[src/rtl/xcfd_pkg.sv]
// Package for the XOR-checked frame deframer.
// Holds register indexes, reset values, result kinds and the shared structs.
// No dependencies.
package xcfd_pkg;

    // Fixed widths of the item and result fields
    localparam int BYTE_W    = 8;
    localparam int LEN_W     = 16;
    localparam int FLEN_W    = 17;
    localparam int BCOUNT_W  = 8;

    // Default burst size in received bytes
    localparam int BURST_BYTES_DEF = 128;

    // Configuration register indexes and reset values
    localparam logic REG_HDR_FIRST  = 1'b0;
    localparam logic REG_HDR_SECOND = 1'b1;
    localparam logic [BYTE_W-1:0] HDR_FIRST_RST  = 8'hA5;
    localparam logic [BYTE_W-1:0] HDR_SECOND_RST = 8'h5A;

    // Input item codes
    localparam logic OP_BYTE = 1'b0;
    localparam logic OP_IDLE = 1'b1;

    typedef enum logic [1:0] {
        KIND_BYTE   = 2'd0,
        KIND_COMMIT = 2'd1,
        KIND_DROP   = 2'd2
    } kind_t;

    typedef enum logic [2:0] {
        PH_HUNT1,
        PH_HUNT2,
        PH_LENHI,
        PH_LENLO,
        PH_BODY,
        PH_IGNORE
    } phase_t;

    typedef struct packed {
        kind_t              kind;
        logic [BYTE_W-1:0]  frame_byte;
        logic [FLEN_W-1:0]  frame_length;
        logic               last;
    } result_t;

    // Up to two results produced by one request
    typedef struct packed {
        logic [1:0] cnt;
        result_t    res0;
        result_t    res1;
    } push_t;

    function automatic result_t make_result(kind_t k, logic [BYTE_W-1:0] b,
                                            logic [FLEN_W-1:0] len);
        result_t r;
        r.kind         = k;
        r.frame_byte   = b;
        r.frame_length = len;
        r.last         = 1'b0;
        return r;
    endfunction

endpackage

[src/rtl/xcfd_item_if.sv]
// Input channel of the deframer: received bytes and line-idle events.
// Depends on nothing.
interface xcfd_item_if;
    logic       valid;
    logic       ready;
    logic       op;
    logic [7:0] rx_byte;

    modport source (output valid, output op, output rx_byte, input ready);
    modport sink   (input valid, input op, input rx_byte, output ready);
endinterface

[src/rtl/xcfd_result_if.sv]
// Output channel of the deframer: tentative bytes, commits and drops.
// Depends on nothing.
interface xcfd_result_if;
    logic        valid;
    logic        ready;
    logic [1:0]  kind;
    logic [7:0]  frame_byte;
    logic [16:0] frame_length;
    logic        last;

    modport source (output valid, output kind, output frame_byte,
                    output frame_length, output last, input ready);
    modport sink   (input valid, input kind, input frame_byte,
                    input frame_length, input last, output ready);
endinterface

[src/rtl/xcfd_core.sv]
// Deframer state machine: header hunt, length capture, XOR check, burst count.
// Produces up to two results per accepted request. Depends on xcfd_pkg.
module xcfd_core
    import xcfd_pkg::*;
#(
    parameter int BURST_BYTES = BURST_BYTES_DEF
)
(
    input  logic                clk,
    input  logic                rst_n,
    input  logic                accept,
    input  logic                op,
    input  logic [BYTE_W-1:0]   rx_byte,
    input  logic [BYTE_W-1:0]   hdr_first,
    input  logic [BYTE_W-1:0]   hdr_second,
    output push_t               push
);

    localparam logic [BCOUNT_W-1:0] BURST_LIMIT = BCOUNT_W'(BURST_BYTES);

    phase_t              phase_reg, phase_next;
    logic [LEN_W-1:0]    len_reg, len_next;
    logic [LEN_W-1:0]    remain_reg, remain_next;
    logic [BYTE_W-1:0]   xor_reg, xor_next;
    logic [BCOUNT_W-1:0] bcount_reg, bcount_next;

    // State registers
    always_ff @(posedge clk or negedge rst_n)
    begin
        if (!rst_n)
        begin
            phase_reg  <= PH_HUNT1;
            len_reg    <= '0;
            remain_reg <= '0;
            xor_reg    <= '0;
            bcount_reg <= '0;
        end
        else if (accept)
        begin
            phase_reg  <= phase_next;
            len_reg    <= len_next;
            remain_reg <= remain_next;
            xor_reg    <= xor_next;
            bcount_reg <= bcount_next;
        end
    end

    // Next state and results for the request at the port
    always_comb
    begin
        logic                burst_end;
        logic [BCOUNT_W-1:0] bcount_inc;
        logic [LEN_W-1:0]    len_tmp;
        result_t             res [2];
        logic [1:0]          cnt;

        phase_next  = phase_reg;
        len_next    = len_reg;
        remain_next = remain_reg;
        xor_next    = xor_reg;
        bcount_inc  = bcount_reg + BCOUNT_W'(1);
        len_tmp     = '0;
        cnt         = 2'd0;
        res[0]      = make_result(KIND_BYTE, '0, '0);
        res[1]      = make_result(KIND_BYTE, '0, '0);

        if (op == OP_IDLE)
        begin
            burst_end   = 1'b1;
            bcount_next = '0;
        end
        else
        begin
            burst_end   = (bcount_inc >= BURST_LIMIT);
            bcount_next = burst_end ? '0 : bcount_inc;

            unique case (phase_reg)
                PH_HUNT2:
                begin
                    if (rx_byte == hdr_second)
                    begin
                        if (burst_end)
                        begin
                            phase_next = PH_HUNT1;
                        end
                        else
                        begin
                            res[0]     = make_result(KIND_BYTE, hdr_first, '0);
                            res[1]     = make_result(KIND_BYTE, hdr_second, '0);
                            cnt        = 2'd2;
                            xor_next   = hdr_first ^ hdr_second;
                            phase_next = PH_LENHI;
                        end
                    end
                    else if (rx_byte != hdr_first)
                    begin
                        phase_next = PH_HUNT1;
                    end
                end
                PH_LENHI:
                begin
                    res[0]     = make_result(KIND_BYTE, rx_byte, '0);
                    cnt        = 2'd1;
                    len_next   = {rx_byte, {BYTE_W{1'b0}}};
                    xor_next   = xor_reg ^ rx_byte;
                    phase_next = PH_LENLO;
                end
                PH_LENLO:
                begin
                    res[0]   = make_result(KIND_BYTE, rx_byte, '0);
                    cnt      = 2'd1;
                    len_tmp  = {len_reg[LEN_W-1:BYTE_W], rx_byte};
                    len_next = len_tmp;
                    xor_next = xor_reg ^ rx_byte;
                    if (len_tmp == '0)
                    begin
                        res[1]     = make_result(KIND_DROP, '0, '0);
                        cnt        = 2'd2;
                        phase_next = PH_IGNORE;
                    end
                    else
                    begin
                        remain_next = len_tmp;
                        phase_next  = PH_BODY;
                    end
                end
                PH_BODY:
                begin
                    cnt = 2'd1;
                    if (remain_reg <= LEN_W'(1))
                    begin
                        remain_next = '0;
                        if (rx_byte == xor_reg)
                        begin
                            res[0]     = make_result(KIND_COMMIT, '0,
                                                     {1'b0, len_reg} + FLEN_W'(3));
                            phase_next = PH_HUNT1;
                        end
                        else
                        begin
                            res[0]     = make_result(KIND_DROP, '0, '0);
                            phase_next = PH_IGNORE;
                        end
                    end
                    else
                    begin
                        res[0]      = make_result(KIND_BYTE, rx_byte, '0);
                        xor_next    = xor_reg ^ rx_byte;
                        remain_next = remain_reg - LEN_W'(1);
                    end
                end
                PH_IGNORE:
                begin
                end
                default:
                begin
                    phase_next = (rx_byte == hdr_first) ? PH_HUNT2 : PH_HUNT1;
                end
            endcase
        end

        // Drop an open frame and return to header hunt when the burst ends
        if (burst_end)
        begin
            if (phase_next == PH_LENHI || phase_next == PH_LENLO || phase_next == PH_BODY)
            begin
                res[cnt[0]] = make_result(KIND_DROP, '0, '0);
                cnt         = cnt + 2'd1;
            end
            phase_next  = PH_HUNT1;
            remain_next = '0;
        end

        // Mark the final result of this request
        if (cnt == 2'd1)
            res[0].last = 1'b1;
        else if (cnt == 2'd2)
            res[1].last = 1'b1;

        push.cnt  = cnt;
        push.res0 = res[0];
        push.res1 = res[1];
    end

endmodule

[src/rtl/xcfd_result_queue.sv]
// Four-entry result queue: takes up to two results a cycle, hands out one.
// Depends on xcfd_pkg.
module xcfd_result_queue
    import xcfd_pkg::*;
(
    input  logic    clk,
    input  logic    rst_n,
    input  logic    push_en,
    input  push_t   push,
    input  logic    pop,
    output logic    space_ok,
    output logic    out_valid,
    output result_t out_res
);

    localparam int DEPTH = 4;
    localparam int PTR_W = $clog2(DEPTH);

    result_t          entry_reg [DEPTH];
    logic [PTR_W-1:0] wptr_reg, wptr_next;
    logic [PTR_W-1:0] rptr_reg, rptr_next;
    logic [PTR_W:0]   count_reg, count_next;
    logic [1:0]       n_push;
    logic             do_pop;

    assign n_push    = push_en ? push.cnt : 2'd0;
    assign out_valid = (count_reg != '0);
    assign do_pop    = pop && out_valid;
    assign out_res   = entry_reg[rptr_reg];
    // Room for a full two-result request
    assign space_ok  = (count_reg <= (PTR_W+1)'(DEPTH - 2));

    // Advance pointers and occupancy
    always_comb
    begin
        wptr_next  = wptr_reg + PTR_W'(n_push);
        rptr_next  = rptr_reg + PTR_W'(do_pop);
        count_next = count_reg + (PTR_W+1)'(n_push) - (PTR_W+1)'(do_pop);
    end

    always_ff @(posedge clk or negedge rst_n)
    begin
        if (!rst_n)
        begin
            wptr_reg  <= '0;
            rptr_reg  <= '0;
            count_reg <= '0;
        end
        else
        begin
            wptr_reg  <= wptr_next;
            rptr_reg  <= rptr_next;
            count_reg <= count_next;
        end
    end

    // Store incoming results
    always_ff @(posedge clk)
    begin
        if (n_push != 2'd0)
            entry_reg[wptr_reg] <= push.res0;
        if (n_push == 2'd2)
            entry_reg[wptr_reg + PTR_W'(1)] <= push.res1;
    end

endmodule

[src/rtl/xor_checked_frame_deframer.sv]
// Length-prefixed frame deframer with XOR check. Each request on item is a
// received byte or a line-idle event; a burst ends at idle or after BURST_BYTES
// bytes. Frames are header_first, header_second, a 16-bit big-endian length L,
// L-1 payload bytes and an XOR check byte; bytes go out tentatively, then a
// commit (frame_length = L+3) or a drop. The block takes one request per cycle
// while item.ready is high, i.e. while the queue has room for two results; each
// request yields zero to two results, which leave through a four-entry queue at
// one per cycle while result.ready is high. Header registers must be written by
// the user through the APB port only while idle; the block does not enforce it.
// Depends on xcfd_pkg, xcfd_item_if, xcfd_result_if, xcfd_core, xcfd_result_queue.
module xor_checked_frame_deframer
    import xcfd_pkg::*;
#(
    parameter int BURST_BYTES = BURST_BYTES_DEF
)
(
    input  logic              clk,
    input  logic              rst_n,
    xcfd_item_if.sink         item,
    xcfd_result_if.source     result,
    input  logic              psel,
    input  logic              penable,
    input  logic              pwrite,
    input  logic [2:0]        paddr,
    input  logic [31:0]       pwdata,
    output logic [31:0]       prdata,
    output logic              pready
);

    logic              [BYTE_W-1:0] hdr_first_reg;
    logic              [BYTE_W-1:0] hdr_second_reg;
    logic              cfg_wr;
    logic              reg_sel;
    logic              accept;
    logic              space_ok;
    push_t             push;
    result_t           out_res;

    // Configuration registers
    assign pready  = 1'b1;
    assign reg_sel = paddr[2];
    assign cfg_wr  = psel && penable && pwrite;

    always_ff @(posedge clk or negedge rst_n)
    begin
        if (!rst_n)
        begin
            hdr_first_reg  <= HDR_FIRST_RST;
            hdr_second_reg <= HDR_SECOND_RST;
        end
        else if (cfg_wr)
        begin
            unique case (reg_sel)
                REG_HDR_FIRST:  hdr_first_reg  <= pwdata[BYTE_W-1:0];
                REG_HDR_SECOND: hdr_second_reg <= pwdata[BYTE_W-1:0];
                default:        ;
            endcase
        end
    end

    always_comb
    begin
        unique case (reg_sel)
            REG_HDR_FIRST:  prdata = {24'd0, hdr_first_reg};
            REG_HDR_SECOND: prdata = {24'd0, hdr_second_reg};
            default:        prdata = '0;
        endcase
    end

    // Accept a request when the queue can hold its results
    assign item.ready = space_ok;
    assign accept     = item.valid && space_ok;

    xcfd_core #(
        .BURST_BYTES (BURST_BYTES)
    ) u_core (
        .clk        (clk),
        .rst_n      (rst_n),
        .accept     (accept),
        .op         (item.op),
        .rx_byte    (item.rx_byte),
        .hdr_first  (hdr_first_reg),
        .hdr_second (hdr_second_reg),
        .push       (push)
    );

    xcfd_result_queue u_queue (
        .clk       (clk),
        .rst_n     (rst_n),
        .push_en   (accept),
        .push      (push),
        .pop       (result.ready),
        .space_ok  (space_ok),
        .out_valid (result.valid),
        .out_res   (out_res)
    );

    // Drive result payload
    assign result.kind         = out_res.kind;
    assign result.frame_byte   = out_res.frame_byte;
    assign result.frame_length = out_res.frame_length;
    assign result.last         = out_res.last;

    // Commit and drop always close out their request
    a_verdict_last: assert property (@(posedge clk) disable iff (!rst_n)
        result.valid && (result.kind == KIND_COMMIT || result.kind == KIND_DROP)
        |-> result.last)
        else $error("commit or drop result not marked last");

    // A commit covers at least the header and length bytes
    a_commit_len: assert property (@(posedge clk) disable iff (!rst_n)
        result.valid && result.kind == KIND_COMMIT |-> result.frame_length >= 17'd4)
        else $error("commit with impossible frame length");

    // Verdict results carry no byte; tentative bytes carry no length
    a_payload_clean: assert property (@(posedge clk) disable iff (!rst_n)
        result.valid |->
        ((result.kind == KIND_BYTE) ? (result.frame_length == '0)
                                    : (result.frame_byte == '0)))
        else $error("result carries stray payload");

    // No result kind outside byte, commit and drop
    a_kind_legal: assert property (@(posedge clk) disable iff (!rst_n)
        result.valid |-> result.kind != 2'd3)
        else $error("unused result kind");

endmodule
[src/flat_wrapper.sv]
// flat-port wrapper written by rule: the top's interface ports become plain ports
module xor_checked_frame_deframer_flat import xcfd_pkg::*;
#(
    parameter int BURST_BYTES = BURST_BYTES_DEF
)
  (clk, rst_n, psel, penable, pwrite, paddr, pwdata, prdata, pready, item_valid, item_op, item_rx_byte, item_ready, result_valid, result_kind, result_frame_byte, result_frame_length, result_last, result_ready);
  xcfd_item_if item_i ();
  xcfd_result_if result_i ();
  input  logic clk;
  input  logic rst_n;
  input  logic psel;
  input  logic penable;
  input  logic pwrite;
  input  logic [2:0] paddr;
  input  logic [31:0] pwdata;
  output logic [31:0] prdata;
  output logic pready;
  input wire logic [$bits(item_i.valid)-1:0] item_valid;
  input wire logic [$bits(item_i.op)-1:0] item_op;
  input wire logic [$bits(item_i.rx_byte)-1:0] item_rx_byte;
  output wire logic [$bits(item_i.ready)-1:0] item_ready;
  output wire logic [$bits(result_i.valid)-1:0] result_valid;
  output wire logic [$bits(result_i.kind)-1:0] result_kind;
  output wire logic [$bits(result_i.frame_byte)-1:0] result_frame_byte;
  output wire logic [$bits(result_i.frame_length)-1:0] result_frame_length;
  output wire logic [$bits(result_i.last)-1:0] result_last;
  input wire logic [$bits(result_i.ready)-1:0] result_ready;
  assign item_i.valid = item_valid;
  assign item_i.op = item_op;
  assign item_i.rx_byte = item_rx_byte;
  assign item_ready = item_i.ready;
  assign result_valid = result_i.valid;
  assign result_kind = result_i.kind;
  assign result_frame_byte = result_i.frame_byte;
  assign result_frame_length = result_i.frame_length;
  assign result_last = result_i.last;
  assign result_i.ready = result_ready;
  xor_checked_frame_deframer #(.BURST_BYTES(BURST_BYTES)) u_core (.clk(clk), .rst_n(rst_n), .item(item_i), .result(result_i), .psel(psel), .penable(penable), .pwrite(pwrite), .paddr(paddr), .pwdata(pwdata), .prdata(prdata), .pready(pready));
endmodule
[config.mk]
export PLATFORM = sky130hd
export DESIGN_NAME = xor_checked_frame_deframer_flat
export DESIGN_NICKNAME = d
export VERILOG_FILES = /design/src/rtl/xcfd_pkg.sv /design/src/rtl/xcfd_item_if.sv /design/src/rtl/xcfd_result_if.sv /design/src/rtl/xcfd_core.sv /design/src/rtl/xcfd_result_queue.sv /design/src/rtl/xor_checked_frame_deframer.sv /design/src/flat_wrapper.sv
export SDC_FILE = /design/constraint.sdc
export NUM_CORES = 1
export LEC_CHECK = 0
export BUFFER_PORTS_ARGS = -buffer_cell sky130_fd_sc_hd__buf_2
export CORE_ASPECT_RATIO = 1.75
export CORE_MARGIN = 2
export CORE_UTILIZATION = 53
export DETAILED_ROUTE_END_ITERATION = 8
export GPL_TIMING_DRIVEN = 1
export PLACE_DENSITY_LB_ADDON = 0.12
export SYNTH_ARGS = -nofsm -noshare
export SYNTH_HDL_FRONTEND = slang
export SYNTH_SLANG_ARGS = --single-unit
export TNS_END_PERCENT = 30
[constraint.sdc]
create_clock -name clk -period 6.6 [get_ports clk]
set_clock_uncertainty 0.15 [all_clocks]
set_input_delay 0.66 -clock clk [delete_from_list [all_inputs] [get_ports clk]]
set_output_delay 0.66 -clock clk [all_outputs]
set_load 0.005 [all_outputs]
Word-level counts from Yosys, hierarchy flattened. Memory sizes are Yosys's and may differ from the RTL's. Cells that the tools add are included. W data, S select, Z words.

Bits in writable memories: 112. Memories kept: 1. Flip-flop bits (word level): 74. Output and inout bits: 63. Word-level logic and storage cells: 127.

Order comparisons: 5. Equality and inequality tests: 20. Add/sub/neg operators: 9. Mux-type cells: 51. Bitwise operators: 9. Reductions and logical operators: 21.

Memories: u_core.u_queue.entry_reg (words 4, width 28, rd ports 1, clocked after Yosys merged registers in 0, wr ports 2, RTL line xcfd_result_queue.sv:19) `result_t entry_reg [DEPTH];`.

Operators by type and width (count): $mux W56 (3); $mux W28 (4); $mux W54 (2); $pmux W28 S3 (1); $mux W16 (4); $pmux W16 S2 (2); $pmux W32 S2 (1); $pmux W28 S2 (1); $and A54 B54 Y54 (1); $not A54 Y54 (1); $mux W8 (5); $demux W28 S1 (1); $eq A8 B8 Y1 (3); $pmux W8 S3 (1); $mux W3 (6); $add A16 B2 Y17 const B (1); $le A16 B1 Y1 const B (1); $logic_not A16 Y1 (1); $mux W2 (8); $sub A16 B1 Y16 const B (1); $xor A8 B8 Y8 (2); $pmux W3 S5 (1); $eq A3 B2 Y1 const B (4); $mux W1 (10); 31 further kinds (50).

Longest topological paths before layout.
Depth after elaboration: 17. Depth in mapped cells: 14. Mapped depth without buffers: 14.

Hierarchy. Synthesis repeated with hierarchy kept, for this count alone.

Cell total of the unflattened synthesis: 891. Area, all modules: 10787.8 µm².

By module, submodules not included: xcfd_result_queue (area an instance 5801.8 µm², instances 1, cells each 315, seq. area each 3538.4 µm²); xcfd_core (area an instance 4047.6 µm², instances 1, cells each 505, seq. area each 1276.2 µm²); xor_checked_frame_deframer (area an instance 938.4 µm², instances 1, cells each 71, seq. area each 410.4 µm²).

Worst setup path before layout. OpenSTA, ideal clock, no wires.

Kind: input to register. Start: in item_rx_byte[0]. End: mem u_core.u_queue.entry_reg[1][0] in the netlist's numbering, enable pin. Path slack: -618 ps. Stages on the path: 8. Arrival time: 6502 ps. Required time: 5884 ps. Setup time: 566 ps. Cells stage by stage: buf_2 -> nor4_1 -> and4_1 -> a221o_1 -> a21oi_2 -> nand3_1 -> and3_1 -> a2111oi_0.

RTL lines: from (decl) (RTL line flat_wrapper.sv:20) `input wire logic [$bits(item_i.rx_byte)-1:0] item_rx_byte;`; to (decl) (RTL line xcfd_result_queue.sv:19).

==> flow_metrics.py <==
metrics = {
    "status": {
        "outcome": "complete, no violations",
    },
    "synth": {
        "yosys.cell_types.count": 67,
        "synth_seq_cells": 186,
        "avgSynthCellArea_sq_um": 11.1,
        "yosysSeqAreaShare_pct": 52.3,
        "netlist.area_leader.share_pct": 33.6,
        "yosys.area.top_type": "edfxtp_1",
        "syn-cell-area_sq_um": 10000,
        "synth.area.top_cells": "edfxtp_1 34%, dfrtp_1 17%, mux4_2 6.3%",
        "async_flop_share_pct": 39.8,
        "ys.flop_type": "edfxtp_1",
        "synth_warnings": 0,
        "synth_edf_count": 112,
        "synth_cells": 904,
    },
    "timing": {
        "tightest_slew_ns": 0.997,
        "finalWorstSetupSlack_ns": 2.07,
        "min_period_ns": 4.53,
        "tns_ns": 0,
        "slew-limit-headroom_pct": 33.0,
        "fmax_mhz": 221,
        "setup_viol": 0,
        "hold_viol": 0,
        "rsz0062_at_grt": "false",
        "maxSlewViolCount": 0,
        "period_share_pct": 68.6,
    },
    "worst_setup_path": {
        "critical_path.max_fanout": 31,
        "cp.arrival_ns": 4.44,
        "required_ns": 6.51,
        "critical_path_class": "flop to flop",
        "end_kind": "flop",
        "startpoint_type": "flop",
    },
    "final_layout": {
        "fin_nets": 995,
        "largest_register_ffs": 112,
        "instances_no_fill": 1185,
        "final_cell_mix": "112 x edfxtp_1, 100 x nor2_1, 90 x nand2_1, 65 x dfrtp_1, 61 x buf_2",
        "fill_cells": 1635,
        "drive_gt1_share_pct": 19.6,
        "syn2layout_area_growth_pct": 8.65,
        "final_design_area_no_fill_sq_um": 10900,
        "post-route-util_pct": 58.5,
        "final_common_cell": "edfxtp_1",
        "antennaDiodeCount": 0,
    },
    "global_routing": {
        "grt_use_total_pct": 24.0,
        "grt_overflow": 0,
        "grt_pass1_wl_mm": 36.9,
        "grt_pass1_vias": 7018,
        "grt_max_degree": 75,
        "antenna_found_initial": 0,
    },
    "clock_tree": {
        "clock_latency_ns": 0.44,
        "numCtsBuffers": 17,
        "postCtsSetupBuffers": 0,
        "cts_num_sinks": 186,
        "clk_pin_slew_worst_paths_ns": 0.08,
        "ctsResizeCount": 0,
        "cts_tree": "built",
        "ctsHoldBuffers": 0,
        "cts_max_level": 4,
        "cts_root_buf": "clkbuf_16",
        "clockBufferDepth": 2,
    },
    "die": {
        "core_area_sq_um": 18600,
        "io_pins": 114,
        "initial_core_util_pct": 53.8,
        "std_cell_rows": 66,
        "die_x_microns": 108,
        "die_area_sq_um": 20000,
        "die_y_microns": 186,
    },
    "job": {
        "max_cap_viol_count": 0,
    },
    "power": {
        "combinationalPowerShare_pct": 27.7,
        "power_density_nw_per_um2": 335,
        "cell_internal_pwr_w": 0.00238,
        "ir_drop_uv": 164,
        "p_switching_w": 0.00126,
        "p_clk_share_pct": 26.8,
        "pwr-share-seq_pct": 45.6,
        "switching_share_pct": 34.6,
        "p_leak_nw": 4.05,
    },
    "drt": {
        "post_drt_via_cell_ratio": 5.78,
        "postRouteAntennaNets": 0,
        "route.detailed.wl_per_inst_microns": 19.2,
        "drt-pass1-iter-count": 5,
        "num_vias": 6854,
        "wl_mm": 22.7,
        "drt_iter0_drc": 349,
        "drc": 0,
    },
    "placed_design": {
        "placedCellCount": 1153,
        "place.gp.congestion": 0.935,
        "place_ws_ns": 2.06,
        "port_buffers": 62,
        "place.detailed.hpwl_mm": 15.9,
        "place_area_sq_um": 10300,
    },
    "min_path": {
        "hp-class": "primary input to async pin",
    },
}
## power by group through the flow
stage / logic [W] / clock network [W] / registers (W)
global placement: 0.00101 / 0 / 0.00168
CTS: 0.00102 / 0.000996 / 0.00166
finish: 0.00101 / 0.000975 / 0.00166
floorplan: 0.000848 / 0 / 0.00151
global route: 0.00112 / 0.00104 / 0.00169
detailed placement: 0.00102 / 0 / 0.00168
## final timing paths
| check | startpoint | to | slack (ns) | cells after the start |
|---|---|---|---|---|
| min in group clk | pwdata[2] | u_core.hdr_second_reg[2]$_DFFE_PN0P_ | 0.32 | 2 |
| max | u_core.u_core.phase_reg[0]$_DFFE_PN0P_ | u_core.u_queue.entry_reg[0][14]$_SDFFCE_PP0P_ | 2.07 | 7 |
| min | rst_n | u_core.u_core.bcount_reg[2]$_DFFE_PN0P_ | 0.20 | 1 |
| max in group asynchronous | rst_n | u_core.u_core.xor_reg[3]$_DFFE_PN0P_ | 5.42 | 1 |
| min reg2reg | u_core.u_queue.count_reg[2]$_DFF_PN0_ | u_core.u_queue.count_reg[2]$_DFF_PN0_ | 0.35 | 1 |
| max reg2reg | u_core.u_core.phase_reg[0]$_DFFE_PN0P_ | u_core.u_queue.entry_reg[0][14]$_SDFFCE_PP0P_ | 2.07 | 7 |
## metrics by stage
step	hold WS (ns)	total power, W
4_1_cts	0.259	0.00368
2_1_floorplan	0.214	0.00236
5_1_grt	0.305	0.00386
3_3_place_gp	0.332	0.00269
6_report	0.198	0.00364
3_5_place_dp	0.340	0.00270
## synthesized netlist by cell type, types with 12 or more instances
cell / instances
xnor2_1: 31
a21oi_1: 34
nor2_1: 100
buf_4: 26
nor3_1: 14
edfxtp_1: 112
clkbuf_1: 32
xor2_1: 26
nor4_1: 13
o21ai_1: 36
dfrtp_1: 66
mux2_2: 26
mux4_2: 28
nand3_1: 19
o21ai_0: 49
a22o_1: 12
inv_1: 15
nand2_1: 90
## cell type report
cell class	instances	area, sq um	share of cell area [%]
Multi-Input combinational cell	641	4340	40.0
Timing Repair Buffer	69	365	3.36
Clock inverter	14	131	1.21
Clock buffer	18	429	3.95
Tap cell	238	298	2.74
Sequential cell	186	5230	48.1
Inverter	19	71.3	0.657
## kinds of logic (layout without fill, tap and decap cells)
family | Yosys count | in the layout | share of synthesized area, %
buffers and inverters | 100 | 120 | 5.38
other | 2 | 25 | 0.0751
adders and majority gates | 10 | 10 | 1.33
xor gates and xnor gates | 57 | 57 | 4.99
and+or+nand+nor | 295 | 295 | 13.8
muxes | 61 | 61 | 10.0
DFF | 186 | 186 | 52.3
AOI/OAI and AO/OA | 193 | 193 | 12.1
## per-layer routing
metal	vias to the layer above	part of all wire, %	track usage (%)
li1	3318	-	-
met1	3333	40	28.7
met2	161	54	43.5
met3	42	3.1	3.01
met4	0	2.8	9.54
met5	-	0	0
## worst max-delay path, stage by stage, from the launching register on
cell and delay [ns]:
dfrtp_1 0.64, nor2_1 0.27, nand2_1 0.61, a221o_1 0.59, a21oi_2 0.25, a22oi_1 0.17
a21oi_1 0.66, a31o_2 0.77
No activity file was read; power rests on OpenSTA's default activity.
